===== src/hdl/one_wire_bus_master_defines.svh =====
// Assertion macros used by the top RTL file of the one-wire bus master.
// Every check is clocked on clk and is off while rst_n is low.
`ifndef ONE_WIRE_BUS_MASTER_DEFINES_SVH
`define ONE_WIRE_BUS_MASTER_DEFINES_SVH

// The consequent must hold in the same cycle as the antecedent.
`define OWM_ASSERT_SAME(label, ante, cons, msg) \
  label: assert property (@(posedge clk) disable iff (!rst_n) (ante) |-> (cons)) \
    else $error(msg);

// The consequent must hold in the cycle after the antecedent.
`define OWM_ASSERT_NEXT(label, ante, cons, msg) \
  label: assert property (@(posedge clk) disable iff (!rst_n) (ante) |=> (cons)) \
    else $error(msg);

`endif


===== src/hdl/owm_pkg.sv =====
`timescale 1ns / 1ps
`default_nettype none

package owm_pkg;

  localparam int TIMER_BITS_DEF = 10;
  localparam int CFG_WIDTH      = 10;
  localparam int CFG_COUNT      = 8;
  localparam int CFG_IDX_W      = 3;
  localparam int BYTE_W         = 8;
  localparam int BIT_CNT_W      = 4;

  localparam logic [BIT_CNT_W-1:0] BITS_PER_BYTE = 4'd8;

  typedef logic [CFG_IDX_W-1:0] cfg_idx_t;

  localparam cfg_idx_t CFG_RESET_LOW     = 3'd0;
  localparam cfg_idx_t CFG_RESET_RELEASE = 3'd1;
  localparam cfg_idx_t CFG_SHORT_LOW     = 3'd2;
  localparam cfg_idx_t CFG_LONG_SLOT     = 3'd3;
  localparam cfg_idx_t CFG_READ_SAMPLE   = 3'd4;
  localparam cfg_idx_t CFG_READ_TAIL     = 3'd5;
  localparam cfg_idx_t CFG_PRES_WAIT     = 3'd6;
  localparam cfg_idx_t CFG_PRES_LOW      = 3'd7;

  typedef logic [CFG_WIDTH-1:0] cfg_word_t;

  localparam cfg_word_t CFG_DEFAULTS [CFG_COUNT] = '{
    10'd750, 10'd15, 10'd2, 10'd60, 10'd12, 10'd50, 10'd200, 10'd240
  };

  typedef enum logic [1:0] {
    OP_NONE  = 2'd0,
    OP_RESET = 2'd1,
    OP_WRITE = 2'd2,
    OP_READ  = 2'd3
  } op_t;

  typedef enum logic [3:0] {
    PH_IDLE      = 4'd0,
    PH_RST_LOW   = 4'd1,
    PH_RST_REL   = 4'd2,
    PH_PRES_LOW  = 4'd3,
    PH_PRES_HIGH = 4'd4,
    PH_W_LOW     = 4'd5,
    PH_W_REL     = 4'd6,
    PH_R_LOW     = 4'd7,
    PH_R_WAIT    = 4'd8,
    PH_R_TAIL    = 4'd9
  } phase_t;

  typedef struct packed {
    op_t              operation;
    logic [BYTE_W-1:0] write_data;
    logic             line_level;
  } in_item_t;

  typedef struct packed {
    logic             drive_low;
    logic             busy_res;
    logic             done_res;
    logic [BYTE_W-1:0] read_data;
    logic             presence_fail;
  } out_item_t;

  typedef struct packed {
    logic                 idle;
  } status_t;

endpackage

`default_nettype wire


===== src/hdl/owm_cfg.sv =====
`timescale 1ns / 1ps
`default_nettype none

module owm_cfg #(
  parameter int TIMER_BITS = owm_pkg::TIMER_BITS_DEF
) (
  input  wire logic                     clk,
  input  wire logic                     rst_n,
  input  wire logic                     cfg_we,
  input  wire owm_pkg::cfg_idx_t        cfg_index,
  input  wire owm_pkg::cfg_word_t       cfg_wdata,
  output logic      [TIMER_BITS-1:0]    lim [owm_pkg::CFG_COUNT]
);

  localparam int CW = (TIMER_BITS > owm_pkg::CFG_WIDTH) ? TIMER_BITS : owm_pkg::CFG_WIDTH;
  localparam logic [CW-1:0] CMAX = CW'((64'd1 << TIMER_BITS) - 64'd1);
  localparam logic [CW-1:0] ONE  = CW'(1);

  owm_pkg::cfg_word_t regs_r [owm_pkg::CFG_COUNT];

  always_ff @(posedge clk) begin
    if (!rst_n) begin
      for (int i = 0; i < owm_pkg::CFG_COUNT; i++) begin
        regs_r[i] <= owm_pkg::CFG_DEFAULTS[i];
      end
    end else if (cfg_we) begin
      regs_r[cfg_index] <= cfg_wdata;
    end
  end

  // A zero limit behaves as one, and a limit beyond the counter range is clamped.
  always_comb begin
    logic [CW-1:0] v;
    for (int i = 0; i < owm_pkg::CFG_COUNT; i++) begin
      v = CW'(regs_r[i]);
      if (v == '0) begin
        v = ONE;
      end else if (v > CMAX) begin
        v = CMAX;
      end
      lim[i] = v[TIMER_BITS-1:0];
    end
  end

endmodule

`default_nettype wire


===== src/hdl/owm_fsm.sv =====
`timescale 1ns / 1ps
`default_nettype none

module owm_fsm #(
  parameter int TIMER_BITS = owm_pkg::TIMER_BITS_DEF
) (
  input  wire logic                  clk,
  input  wire logic                  rst_n,
  input  wire logic                  step_en,
  input  wire owm_pkg::in_item_t     item,
  input  wire logic [TIMER_BITS-1:0] lim [owm_pkg::CFG_COUNT],
  output owm_pkg::out_item_t         res,
  output owm_pkg::status_t           status
);

  localparam logic [TIMER_BITS-1:0] TICK_MAX = '1;

  owm_pkg::phase_t                      phase_r, phase_nxt;
  logic [TIMER_BITS-1:0]                tick_r, tick_nxt;
  logic [owm_pkg::BIT_CNT_W-1:0]        bit_r, bit_nxt;
  logic [owm_pkg::BYTE_W-1:0]           shift_r, shift_nxt;
  logic [owm_pkg::BYTE_W-1:0]           recv_r, recv_nxt;
  logic                                 fail_r, fail_nxt;

  always_ff @(posedge clk) begin
    if (!rst_n) begin
      phase_r <= owm_pkg::PH_IDLE;
      tick_r  <= '0;
      bit_r   <= '0;
      shift_r <= '0;
      recv_r  <= '0;
      fail_r  <= 1'b0;
    end else if (step_en) begin
      phase_r <= phase_nxt;
      tick_r  <= tick_nxt;
      bit_r   <= bit_nxt;
      shift_r <= shift_nxt;
      recv_r  <= recv_nxt;
      fail_r  <= fail_nxt;
    end
  end

  always_comb begin
    owm_pkg::phase_t               ph_e;
    logic [TIMER_BITS-1:0]         tick_e;
    logic [TIMER_BITS-1:0]         tick_inc;
    logic [owm_pkg::BIT_CNT_W-1:0] bit_e;
    logic [owm_pkg::BIT_CNT_W-1:0] bit_inc;
    logic [owm_pkg::BYTE_W-1:0]    shift_e;
    logic [owm_pkg::BYTE_W-1:0]    shift_smp;
    owm_pkg::cfg_idx_t             lim_idx;
    logic                          bitv;
    logic                          reached;
    logic                          drive;
    logic                          done;

    ph_e    = phase_r;
    tick_e  = tick_r;
    bit_e   = bit_r;
    shift_e = shift_r;

    // A request is taken only while idle, and this beat is its first tick.
    if (phase_r == owm_pkg::PH_IDLE && item.operation != owm_pkg::OP_NONE) begin
      bit_e  = '0;
      tick_e = '0;
      case (item.operation)
        owm_pkg::OP_RESET: begin
          ph_e = owm_pkg::PH_RST_LOW;
        end
        owm_pkg::OP_WRITE: begin
          ph_e    = owm_pkg::PH_W_LOW;
          shift_e = item.write_data;
        end
        default: begin
          ph_e    = owm_pkg::PH_R_LOW;
          shift_e = '0;
        end
      endcase
    end

    bitv      = shift_e[0];
    tick_inc  = (tick_e == TICK_MAX) ? tick_e : tick_e + 1'b1;
    bit_inc   = bit_e + 1'b1;
    shift_smp = (tick_e == '0) ? {item.line_level, shift_e[owm_pkg::BYTE_W-1:1]} : shift_e;

    case (ph_e)
      owm_pkg::PH_RST_LOW:   lim_idx = owm_pkg::CFG_RESET_LOW;
      owm_pkg::PH_RST_REL:   lim_idx = owm_pkg::CFG_RESET_RELEASE;
      owm_pkg::PH_PRES_LOW:  lim_idx = owm_pkg::CFG_PRES_WAIT;
      owm_pkg::PH_PRES_HIGH: lim_idx = owm_pkg::CFG_PRES_LOW;
      owm_pkg::PH_W_LOW:     lim_idx = bitv ? owm_pkg::CFG_SHORT_LOW : owm_pkg::CFG_LONG_SLOT;
      owm_pkg::PH_W_REL:     lim_idx = bitv ? owm_pkg::CFG_LONG_SLOT : owm_pkg::CFG_SHORT_LOW;
      owm_pkg::PH_R_WAIT:    lim_idx = owm_pkg::CFG_READ_SAMPLE;
      owm_pkg::PH_R_TAIL:    lim_idx = owm_pkg::CFG_READ_TAIL;
      default:               lim_idx = owm_pkg::CFG_SHORT_LOW;
    endcase
    reached = (tick_inc >= lim[lim_idx]);

    phase_nxt = ph_e;
    tick_nxt  = tick_inc;
    bit_nxt   = bit_e;
    shift_nxt = shift_e;
    recv_nxt  = recv_r;
    fail_nxt  = fail_r;
    drive     = 1'b0;
    done      = 1'b0;

    case (ph_e)
      owm_pkg::PH_RST_LOW: begin
        drive = 1'b1;
        if (reached) begin
          phase_nxt = owm_pkg::PH_RST_REL;
          tick_nxt  = '0;
        end
      end
      owm_pkg::PH_RST_REL: begin
        if (reached) begin
          phase_nxt = owm_pkg::PH_PRES_LOW;
          tick_nxt  = '0;
        end
      end
      owm_pkg::PH_PRES_LOW: begin
        if (!item.line_level) begin
          phase_nxt = owm_pkg::PH_PRES_HIGH;
          tick_nxt  = '0;
        end else if (reached) begin
          fail_nxt  = 1'b1;
          done      = 1'b1;
          phase_nxt = owm_pkg::PH_IDLE;
          tick_nxt  = '0;
        end
      end
      owm_pkg::PH_PRES_HIGH: begin
        if (item.line_level) begin
          fail_nxt  = 1'b0;
          done      = 1'b1;
          phase_nxt = owm_pkg::PH_IDLE;
          tick_nxt  = '0;
        end else if (reached) begin
          fail_nxt  = 1'b1;
          done      = 1'b1;
          phase_nxt = owm_pkg::PH_IDLE;
          tick_nxt  = '0;
        end
      end
      owm_pkg::PH_W_LOW: begin
        drive = 1'b1;
        if (reached) begin
          phase_nxt = owm_pkg::PH_W_REL;
          tick_nxt  = '0;
        end
      end
      owm_pkg::PH_W_REL: begin
        if (reached) begin
          shift_nxt = shift_e >> 1;
          bit_nxt   = bit_inc;
          tick_nxt  = '0;
          if (bit_inc >= owm_pkg::BITS_PER_BYTE) begin
            done      = 1'b1;
            phase_nxt = owm_pkg::PH_IDLE;
          end else begin
            phase_nxt = owm_pkg::PH_W_LOW;
          end
        end
      end
      owm_pkg::PH_R_LOW: begin
        drive = 1'b1;
        if (reached) begin
          phase_nxt = owm_pkg::PH_R_WAIT;
          tick_nxt  = '0;
        end
      end
      owm_pkg::PH_R_WAIT: begin
        if (reached) begin
          phase_nxt = owm_pkg::PH_R_TAIL;
          tick_nxt  = '0;
        end
      end
      owm_pkg::PH_R_TAIL: begin
        shift_nxt = shift_smp;
        if (reached) begin
          bit_nxt  = bit_inc;
          tick_nxt = '0;
          if (bit_inc >= owm_pkg::BITS_PER_BYTE) begin
            recv_nxt  = shift_smp;
            done      = 1'b1;
            phase_nxt = owm_pkg::PH_IDLE;
          end else begin
            phase_nxt = owm_pkg::PH_R_LOW;
          end
        end
      end
      default: begin
        phase_nxt = owm_pkg::PH_IDLE;
        tick_nxt  = '0;
      end
    endcase

    res.drive_low     = drive;
    res.busy_res      = (ph_e != owm_pkg::PH_IDLE);
    res.done_res      = done;
    res.read_data     = recv_nxt;
    res.presence_fail = fail_nxt;
  end

  assign status.idle      = (phase_r == owm_pkg::PH_IDLE);

endmodule

`default_nettype wire


===== src/hdl/one_wire_bus_master.sv =====
// One-wire bus master stepped once per microsecond tick. Each input beat is one tick
// carrying an operation request (none, reset with presence detect, write byte, read
// byte, LSB first) and the sampled line level; each beat yields exactly one result
// beat with the line drive, busy and done flags, the last read byte and the presence
// fail flag. A request is taken only while the master is idle and is ignored while
// busy. The block takes one beat every clock cycle unless the result register is full
// and not read: a beat is captured in an input register, then the phase sequencer
// advances its state and fills the result register, so the rate is limited only by
// the result consumer. The user must write timing registers through the cfg_ port only
// while no beat is held inside and no result is waiting; the block does not enforce it.
`timescale 1ns / 1ps
`default_nettype none

`include "one_wire_bus_master_defines.svh"

module one_wire_bus_master #(
  parameter int TIMER_BITS = owm_pkg::TIMER_BITS_DEF
) (
  input  wire logic                clk,
  input  wire logic                rst_n,
  input  wire logic                in_valid,
  output logic                     in_ready,
  input  wire owm_pkg::in_item_t   in_data,
  output logic                     out_valid,
  input  wire logic                out_ready,
  output owm_pkg::out_item_t       out_data,
  input  wire logic                cfg_we,
  input  wire owm_pkg::cfg_idx_t   cfg_index,
  input  wire owm_pkg::cfg_word_t  cfg_wdata
);

  logic                  inq_valid_r;
  owm_pkg::in_item_t     inq_r;
  logic                  out_valid_r;
  owm_pkg::out_item_t    out_data_r;
  logic                  step_en;
  owm_pkg::out_item_t    res;
  owm_pkg::status_t      status;
  logic [TIMER_BITS-1:0] lim [owm_pkg::CFG_COUNT];

  assign step_en  = inq_valid_r && (!out_valid_r || out_ready);
  assign in_ready = !inq_valid_r || step_en;

  always_ff @(posedge clk) begin
    if (!rst_n) begin
      inq_valid_r <= 1'b0;
    end else if (in_ready) begin
      inq_valid_r <= in_valid;
    end
  end

  always_ff @(posedge clk) begin
    if (in_ready && in_valid) begin
      inq_r <= in_data;
    end
  end

  always_ff @(posedge clk) begin
    if (!rst_n) begin
      out_valid_r <= 1'b0;
    end else if (step_en) begin
      out_valid_r <= 1'b1;
    end else if (out_ready) begin
      out_valid_r <= 1'b0;
    end
  end

  always_ff @(posedge clk) begin
    if (step_en) begin
      out_data_r <= res;
    end
  end

  assign out_valid = out_valid_r;
  assign out_data  = out_data_r;

  owm_cfg #(
    .TIMER_BITS(TIMER_BITS)
  ) u_cfg (
    .clk       (clk),
    .rst_n     (rst_n),
    .cfg_we    (cfg_we),
    .cfg_index (cfg_index),
    .cfg_wdata (cfg_wdata),
    .lim       (lim)
  );

  owm_fsm #(
    .TIMER_BITS(TIMER_BITS)
  ) u_fsm (
    .clk     (clk),
    .rst_n   (rst_n),
    .step_en (step_en),
    .item    (inq_r),
    .lim     (lim),
    .res     (res),
    .status  (status)
  );

  `OWM_ASSERT_NEXT(a_done_goes_idle, step_en && res.done_res, status.idle, "done but not idle")
  `OWM_ASSERT_SAME(a_no_overrun, inq_valid_r && out_valid_r && !out_ready, !in_ready, "overrun")
  `OWM_ASSERT_NEXT(a_idle_holds, status.idle && !step_en, status.idle, "left idle without a beat")

endmodule

`default_nettype wire


===== config.mk =====
export PLATFORM = sky130hd
export DESIGN_NAME = one_wire_bus_master
export DESIGN_NICKNAME = d
export VERILOG_FILES = /design/src/hdl/owm_pkg.sv /design/src/hdl/owm_cfg.sv /design/src/hdl/owm_fsm.sv /design/src/hdl/one_wire_bus_master.sv
export VERILOG_INCLUDE_DIRS = /design/src /design/src/hdl
export SDC_FILE = /design/constraint.sdc
export NUM_CORES = 1
export LEC_CHECK = 0
export BUFFER_PORTS_ARGS = -buffer_cell sky130_fd_sc_hd__buf_2
export CAP_MARGIN = 40
export CORE_UTILIZATION = 50
export CTS_BUF_LIST = sky130_fd_sc_hd__clkbuf_8
export DETAILED_ROUTE_END_ITERATION = 7
export HOLD_SLACK_MARGIN = 0.02
export MAX_ROUTING_LAYER = met4
export PLACE_DENSITY = 0.67
export SYNTH_ARGS = -nofsm -noshare
export SYNTH_HDL_FRONTEND = slang
export SYNTH_SLANG_ARGS = --single-unit

===== constraint.sdc =====
create_clock -name clk -period 11 [get_ports clk]
set_clock_uncertainty 0.2 [all_clocks]
set_input_delay 1.65 -clock clk [delete_from_list [all_inputs] [get_ports clk]]
set_output_delay 1.65 -clock clk [all_outputs]
set_load 0.005 [all_outputs]

==> Word-level counts from Yosys, hierarchy flattened <==
Memories as Yosys holds them, arrays and structs flattened.
Index checks and enable logic that the tools add are counted.
Widths: inputs -> output; s select.
{ "classes": {"addsub": 2, "magnitude_cmp": 11, "eq_ne": 12, "mux": 74, "n_bitwise": 1, "n_reduce_logical": 24} }
{ "op_table": {"columns": ["cell", "n"], "rows": [
  ["$mux 10", 24],
  ["$logic_not 10->1", 9],
  ["$gt 10x10->1 const B", 8],
  ["$mux 4", 14],
  ["$mux 8", 6],
  ["$pmux 4 s9", 1],
  ["$pmux 8 s2", 2],
  ["$bmux 10 s3", 1],
  ["$pmux 10 s3", 1],
  ["$pmux 3 s8", 1],
  ["$mux 1", 18],
  ["$eq 4x3->1 const B", 4],
  ["$add 10x1->10 const B", 1],
  ["$eq 10x10->1 const B", 1],
  ["$ge 10x10->1", 1],
  ["$reduce_or 10->1", 1],
  ["$mux 3", 3],
  ["$eq 4x2->1 const B", 2],
  ["$eq 4x4->1 const B", 2],
  ["$ge 4x4->1 const B", 2],
  ["$reduce_or 7->1", 1],
  ["$pmux 3 s2", 1],
  ["$add 4x1->4 const B", 1],
  ["$eq 4x1->1 const B", 1],
  ["13 further kinds", 18]
]} }
{ "totals": {"regBits": 60, "mem_bits_rw": 80, "in_bits": 29, "output_inout_bits": 14, "elab_cells": 141, "mem_count": 1} }
{ "memory_table": {"columns": ["memory", "words", "width", "read_ports", "rd_ports_with_merged_regs", "wr", "line_no", "source"], "rows": [
  ["u_cfg.regs_r", 8, 10, 8, 0, 8, "owm_cfg.sv:19", "owm_pkg::cfg_word_t regs_r [owm_pkg::CFG_COUNT];"]
]} }

==> Depth between registers and ports, before layout <==
{ "logic_depth": {"depth_word": 13, "ltp_mapped": 23, "mapped_depth_nobuf": 20} }

==> Cells and area by module <==
Synthesis repeated with hierarchy kept, for this count alone.
{ "hier_totals": {"cells_unflattened": 835, "area_unflattened_um2": 8025.2} }
{ "by_module_without_submodules": {"columns": ["module", "n_inst", "cells_each", "area_per_inst_um2"], "rows": [
  ["owm_fsm", 1, 496, 3649.8],
  ["owm_cfg", 1, 307, 3580.9],
  ["one_wire_bus_master", 1, 32, 794.5]
]} }

==> Worst setup path before layout <==
No wires, ideal clock.
{ "synth_path": {"kind": "reg-to-reg", "from": "reg inq_r[9] (netlist name)", "to": "reg out_data_r, in the netlist out_data[1] (data pin)", "setup_ns": 0.260, "arrival_ns": 4.850, "setup_slack_ns": 5.690, "path_stages_with_launch": 24, "path_buffers": 3, "path_cell_list": "edfxtp_1 > inv_1 > ha_1 > clkbuf_1 > inv_1 > nand2_1 > clkbuf_1 > nand2_1 > inv_1 > ha_1 > nand3_1 > or3_1 > nand3_1 > nor2_1 > xnor2_1 > nor2_1 > ha_1 > a21oi_1 > nor2_1 > a2111o_1 > or2_2 > buf_1 > nand2_1 > mux2_2"} }
{ "synth_lines": {"columns": ["element", "line_no", "source"], "rows": [
  ["start: declaration", "one_wire_bus_master.sv:33", "owm_pkg::in_item_t inq_r;"],
  ["start signal: assignment", "one_wire_bus_master.sv:54", "inq_r <= in_data;"],
  ["end signal: assignment", "one_wire_bus_master.sv:70", "out_data_r <= res;"],
  ["end: declaration", "one_wire_bus_master.sv:35", "owm_pkg::out_item_t out_data_r;"]
]} }

==> qor.csv <==
stage;metric;value;unit
status;status;finished clean;
final_layout;Final Util;56.7;%
cts;Worst-Skew Late Latency;0.45;ns
synth;xor and xnor area share after synthesis;0.703;%
pwr;Pint;0.885;mW
critical_path;crit path max fanout;26;
synth;Synth Area per Inst;10.0;um2
synth;Primary FF master, synth;edfxtp_1;
critical_path;Critical R2R Capture;out_data[8]$_DFFE_PP_;
drt;WL per Instance;19.4;um
synth;post-synthesis compound-gate area fraction;16.5;%
min_path;HP Class;reg -> reg;
pwr;Clk pwr share;34.7;%
drt;DRC;0;
floorplanning;FP Rows;44;
grt;first-pass GRT wire length;29600;um
sta;fmax;174;MHz
synth;fraction of registers with async set/reset;0;%
synth;Distinct cells, synth;62;
sta;Worst-Margin Slew;0.915;ns
synth;Post-Synthesis Cells;744;
sta;Final Setup Violations;0;
synth;EDFF count, synth;103;
pwr;Psw;0.350;mW
critical_path;Worst Setup Start Kind;flop;
synth;synthesized cell area;7470;um2
drt;number of vias per cell;6.22;
grt;Tot GR Track Use;25.3;%
floorplanning;I/O pins;43;
sta;WHS;0.287;ns
min_path;hold path start;u_fsm.recv_r[0]$_SDFFE_PN0P_;
cts;CTS Buffer Depth;2;
sta;slew margin rel.;38.7;%
cts;CTS tree;done;
cts;CTS Root Cell;clkbuf_8;
final_layout;Design Area, Final;8250;um2
placement;Placed Area;7840;um2
floorplanning;chip width;124;um
placement;IO buf count;42;
final_layout;layout cells sized above 1;14.6;%
drt;ANT nets after route;0;
synth;post-synthesis sequential area ratio;51.3;%
pwr;pwr dens;150;nW/um2
sta;Final Hold Fails;0;
sta;setup tns final;0;ns
critical_path;worst setup path category;reg -> reg;
cts;Num CTS Buffers;17;
floorplanning;core area;14500;um2
critical_path;CP endpoint kind;flop;
drt;number of iterations in the first detailed-routing pass;5;
drt;number of DRC markers in iteration 0;647;
min_path;worst hold stages;2;
synth;warnings from Yosys;0;
critical_path;r2r setup slk;5.26;ns
cts;clk slew on worst S/H paths;0.08;ns
final_layout;Total Nets Final;823;
sta;Final Worst Setup Slack;5.26;ns
pwr;Logic pwr share;15.4;%
grt;gr ovfl total;0;
job;number of max-cap violations;0;
pwr;Max IR drop VDD;0.137;mV
cts;Post-CTS Setup Bufs;0;
critical_path;Critical Path RT;10.99;ns
pwr;LEAKAGE;2.93;nW
synth;main combinational cell family by area after synthesis;simple AND/OR/NAND/NOR gates;
synth;Net Count, Synth;790;
sta;final worst-path cycle share;52.2;%
cts;CTS Hold Bufs;0;
critical_path;R2R cell count;18;
cts;post-cts sizing count;0;
critical_path;worst reg2reg startpoint;u_fsm.phase_r[0]$_SDFFE_PN0P_;
synth;post-synthesis mux area share;3.73;%
floorplanning;die area;15400;um2
placement;DP Wirelength;13400;um
final_layout;n_diodes;0;
final_layout;area growth from synthesis to layout;10.3;%
floorplanning;initial cell density of the core;51.4;%
placement;Routability Congestion;0.864;
cts;CTS H-tree lvls;4;
critical_path;Crit path arrival time;5.73;ns
pwr;switch share;28.3;%
pwr;share of power burned in registers;49.9;%
final_layout;fillers;1264;
grt;largest net degree at the start of global routing;27;
sta;RSZ-0062 raised after global routing;no;
synth;#FFs+latches synth;140;
drt;final WL;18900;um
sta;Slew Limit Fails;0;
sta;Final Critical Period;5.74;ns
placement;pre-CTS WS;5.39;ns
grt;initial antenna violation count;0;
floorplanning;Die Span Y;124;um
drt;total number of vias;6061;
min_path;Hold EP;u_fsm.recv_r[0]$_SDFFE_PN0P_;
grt;vias in the first global route;5616;
synth;Synth Area in Simple Gates;22.0;%
cts;clk sink count;140;
synth;post-synthesis adder-cell area fraction;2.85;%
## cells in the final DEF, fill, tap and decap left out, types with 22 or more instances in the layout
cell / Yosys / final
nor4_1: 22 / 22
nand2_1: 30 / 30
a21oi_1: 54 / 54
edfxtp_1: 103 / 103
dfxtp_1: 37 / 37
nor2_1: 86 / 86
o22ai_1: 24 / 24
and2_1: 57 / 57
o21ai_0: 41 / 41
nor3_1: 30 / 30
buf_2: 6 / 46
## cell type report
class / instances / area, um2 / share of cell area, %
clock buffer: 17 / 234 / 2.84
inverter: 10 / 37.5 / 0.455
tap: 184 / 230 / 2.79
sequential: 140 / 3830 / 46.5
multi-input combinational: 551 / 3420 / 41.5
timing repair buffer: 57 / 324 / 3.93
clock inverter: 15 / 169 / 2.05
## Yosys cell counts, types with 6 or more instances
cell,number,area (um2)
nand2b_1,20,125
nand3_1,19,95.1
buf_2,6,30.0
mux2_2,15,169
o21ai_0,41,205
a21oi_1,54,270
nor3_1,30,150
a22oi_1,15,113
nor2_1,86,323
and2_1,57,357
ha_1,17,213
or3_1,21,131
nor4_1,22,138
a22o_1,8,70.1
a31oi_1,14,87.6
edfxtp_1,103,3090
clkbuf_1,32,120
o22ai_1,24,150
inv_1,10,37.5
dfxtp_1,37,741
nand2_1,30,113
mux2i_1,11,110
## worst max-delay path: stages, from the launching register on
cell and delay (ns):
dfxtp_1 0.86, nor4_2 0.18, nand2_1 0.53, nand2_1 0.24, inv_1 0.10, ha_1 0.23, nand3_1 0.13, or3_1 0.32
nand3_1 0.24, nor2_1 0.13, xnor2_1 0.16, nor2_1 0.06, ha_1 0.31, a21oi_1 0.14, nor2_1 0.06, a2111o_1 0.41
or2_2 0.46, nand2_1 0.34, mux2_2 0.38
## per-layer routing
layer / GRT usage [%] / vias to the layer above / part of all wire (%)
li1: - / 2870 / -
met1: 31.2 / 2925 / 43
met2: 41.7 / 244 / 50
met3: 4.34 / 22 / 5.6
met4: 9.57 / 0 / 1.9
met5: - / - / 0
## state kept, by name, summed over array words and instances, names as in the netlist
name and flops:
u_fsm.bit_r 4, u_fsm.recv_r 8, out_data 12, u_fsm.phase_r 4, u_fsm.fail_r 1, u_cfg.regs_r 80
inq_valid_r 1, inq_r 11, out_valid 1, u_fsm.shift_r 8, u_fsm.tick_r 10
## worst max path at each step
stage / from / to / slack [ns]
2_1_floorplan: inq_r[9]$_DFFE_PP_ / out_data[1]$_DFFE_PP_ / 5.69
3_3_place_gp: u_fsm.phase_r[0]$_SDFFE_PN0P_ / out_data[2]$_DFFE_PP_ / 5.47
3_5_place_dp: u_fsm.phase_r[0]$_SDFFE_PN0P_ / out_data[8]$_DFFE_PP_ / 5.39
4_1_cts: u_fsm.phase_r[0]$_SDFFE_PN0P_ / out_data[8]$_DFFE_PP_ / 5.36
5_1_grt: inq_r[10]$_DFFE_PP_ / out_data[8]$_DFFE_PP_ / 4.87
6_report: u_fsm.phase_r[0]$_SDFFE_PN0P_ / out_data[8]$_DFFE_PP_ / 5.26
## cell families (layout without fill, tap and decap cells)
family / count (synthesis) / after routing
fa+ha+maj: 17 / 17
buf+inv: 53 / 99
mux: 26 / 26
flops: 140 / 140
compound gates: 190 / 190
xor+xnor: 6 / 6
simple gates: 312 / 312
## power groups by stage
| stage | clock network (mW) | logic [mW] | registers (mW) |
|---|---|---|---|
| finish | 0.429 | 0.190 | 0.616 |
| global route | 0.454 | 0.206 | 0.619 |
| CTS | 0.432 | 0.187 | 0.615 |
| detailed placement | 0 | 0.186 | 0.627 |
| global placement | 0 | 0.181 | 0.626 |
| floorplan | 0 | 0.132 | 0.617 |
## through the flow
stage               power [mW]  std cells
global route              1.28        974
global placement         0.807        934
detailed placement       0.813        942
finish                    1.23        974
CTS                       1.23        974
floorplan                0.749        744
No activity file was read; power rests on OpenSTA's default activity.
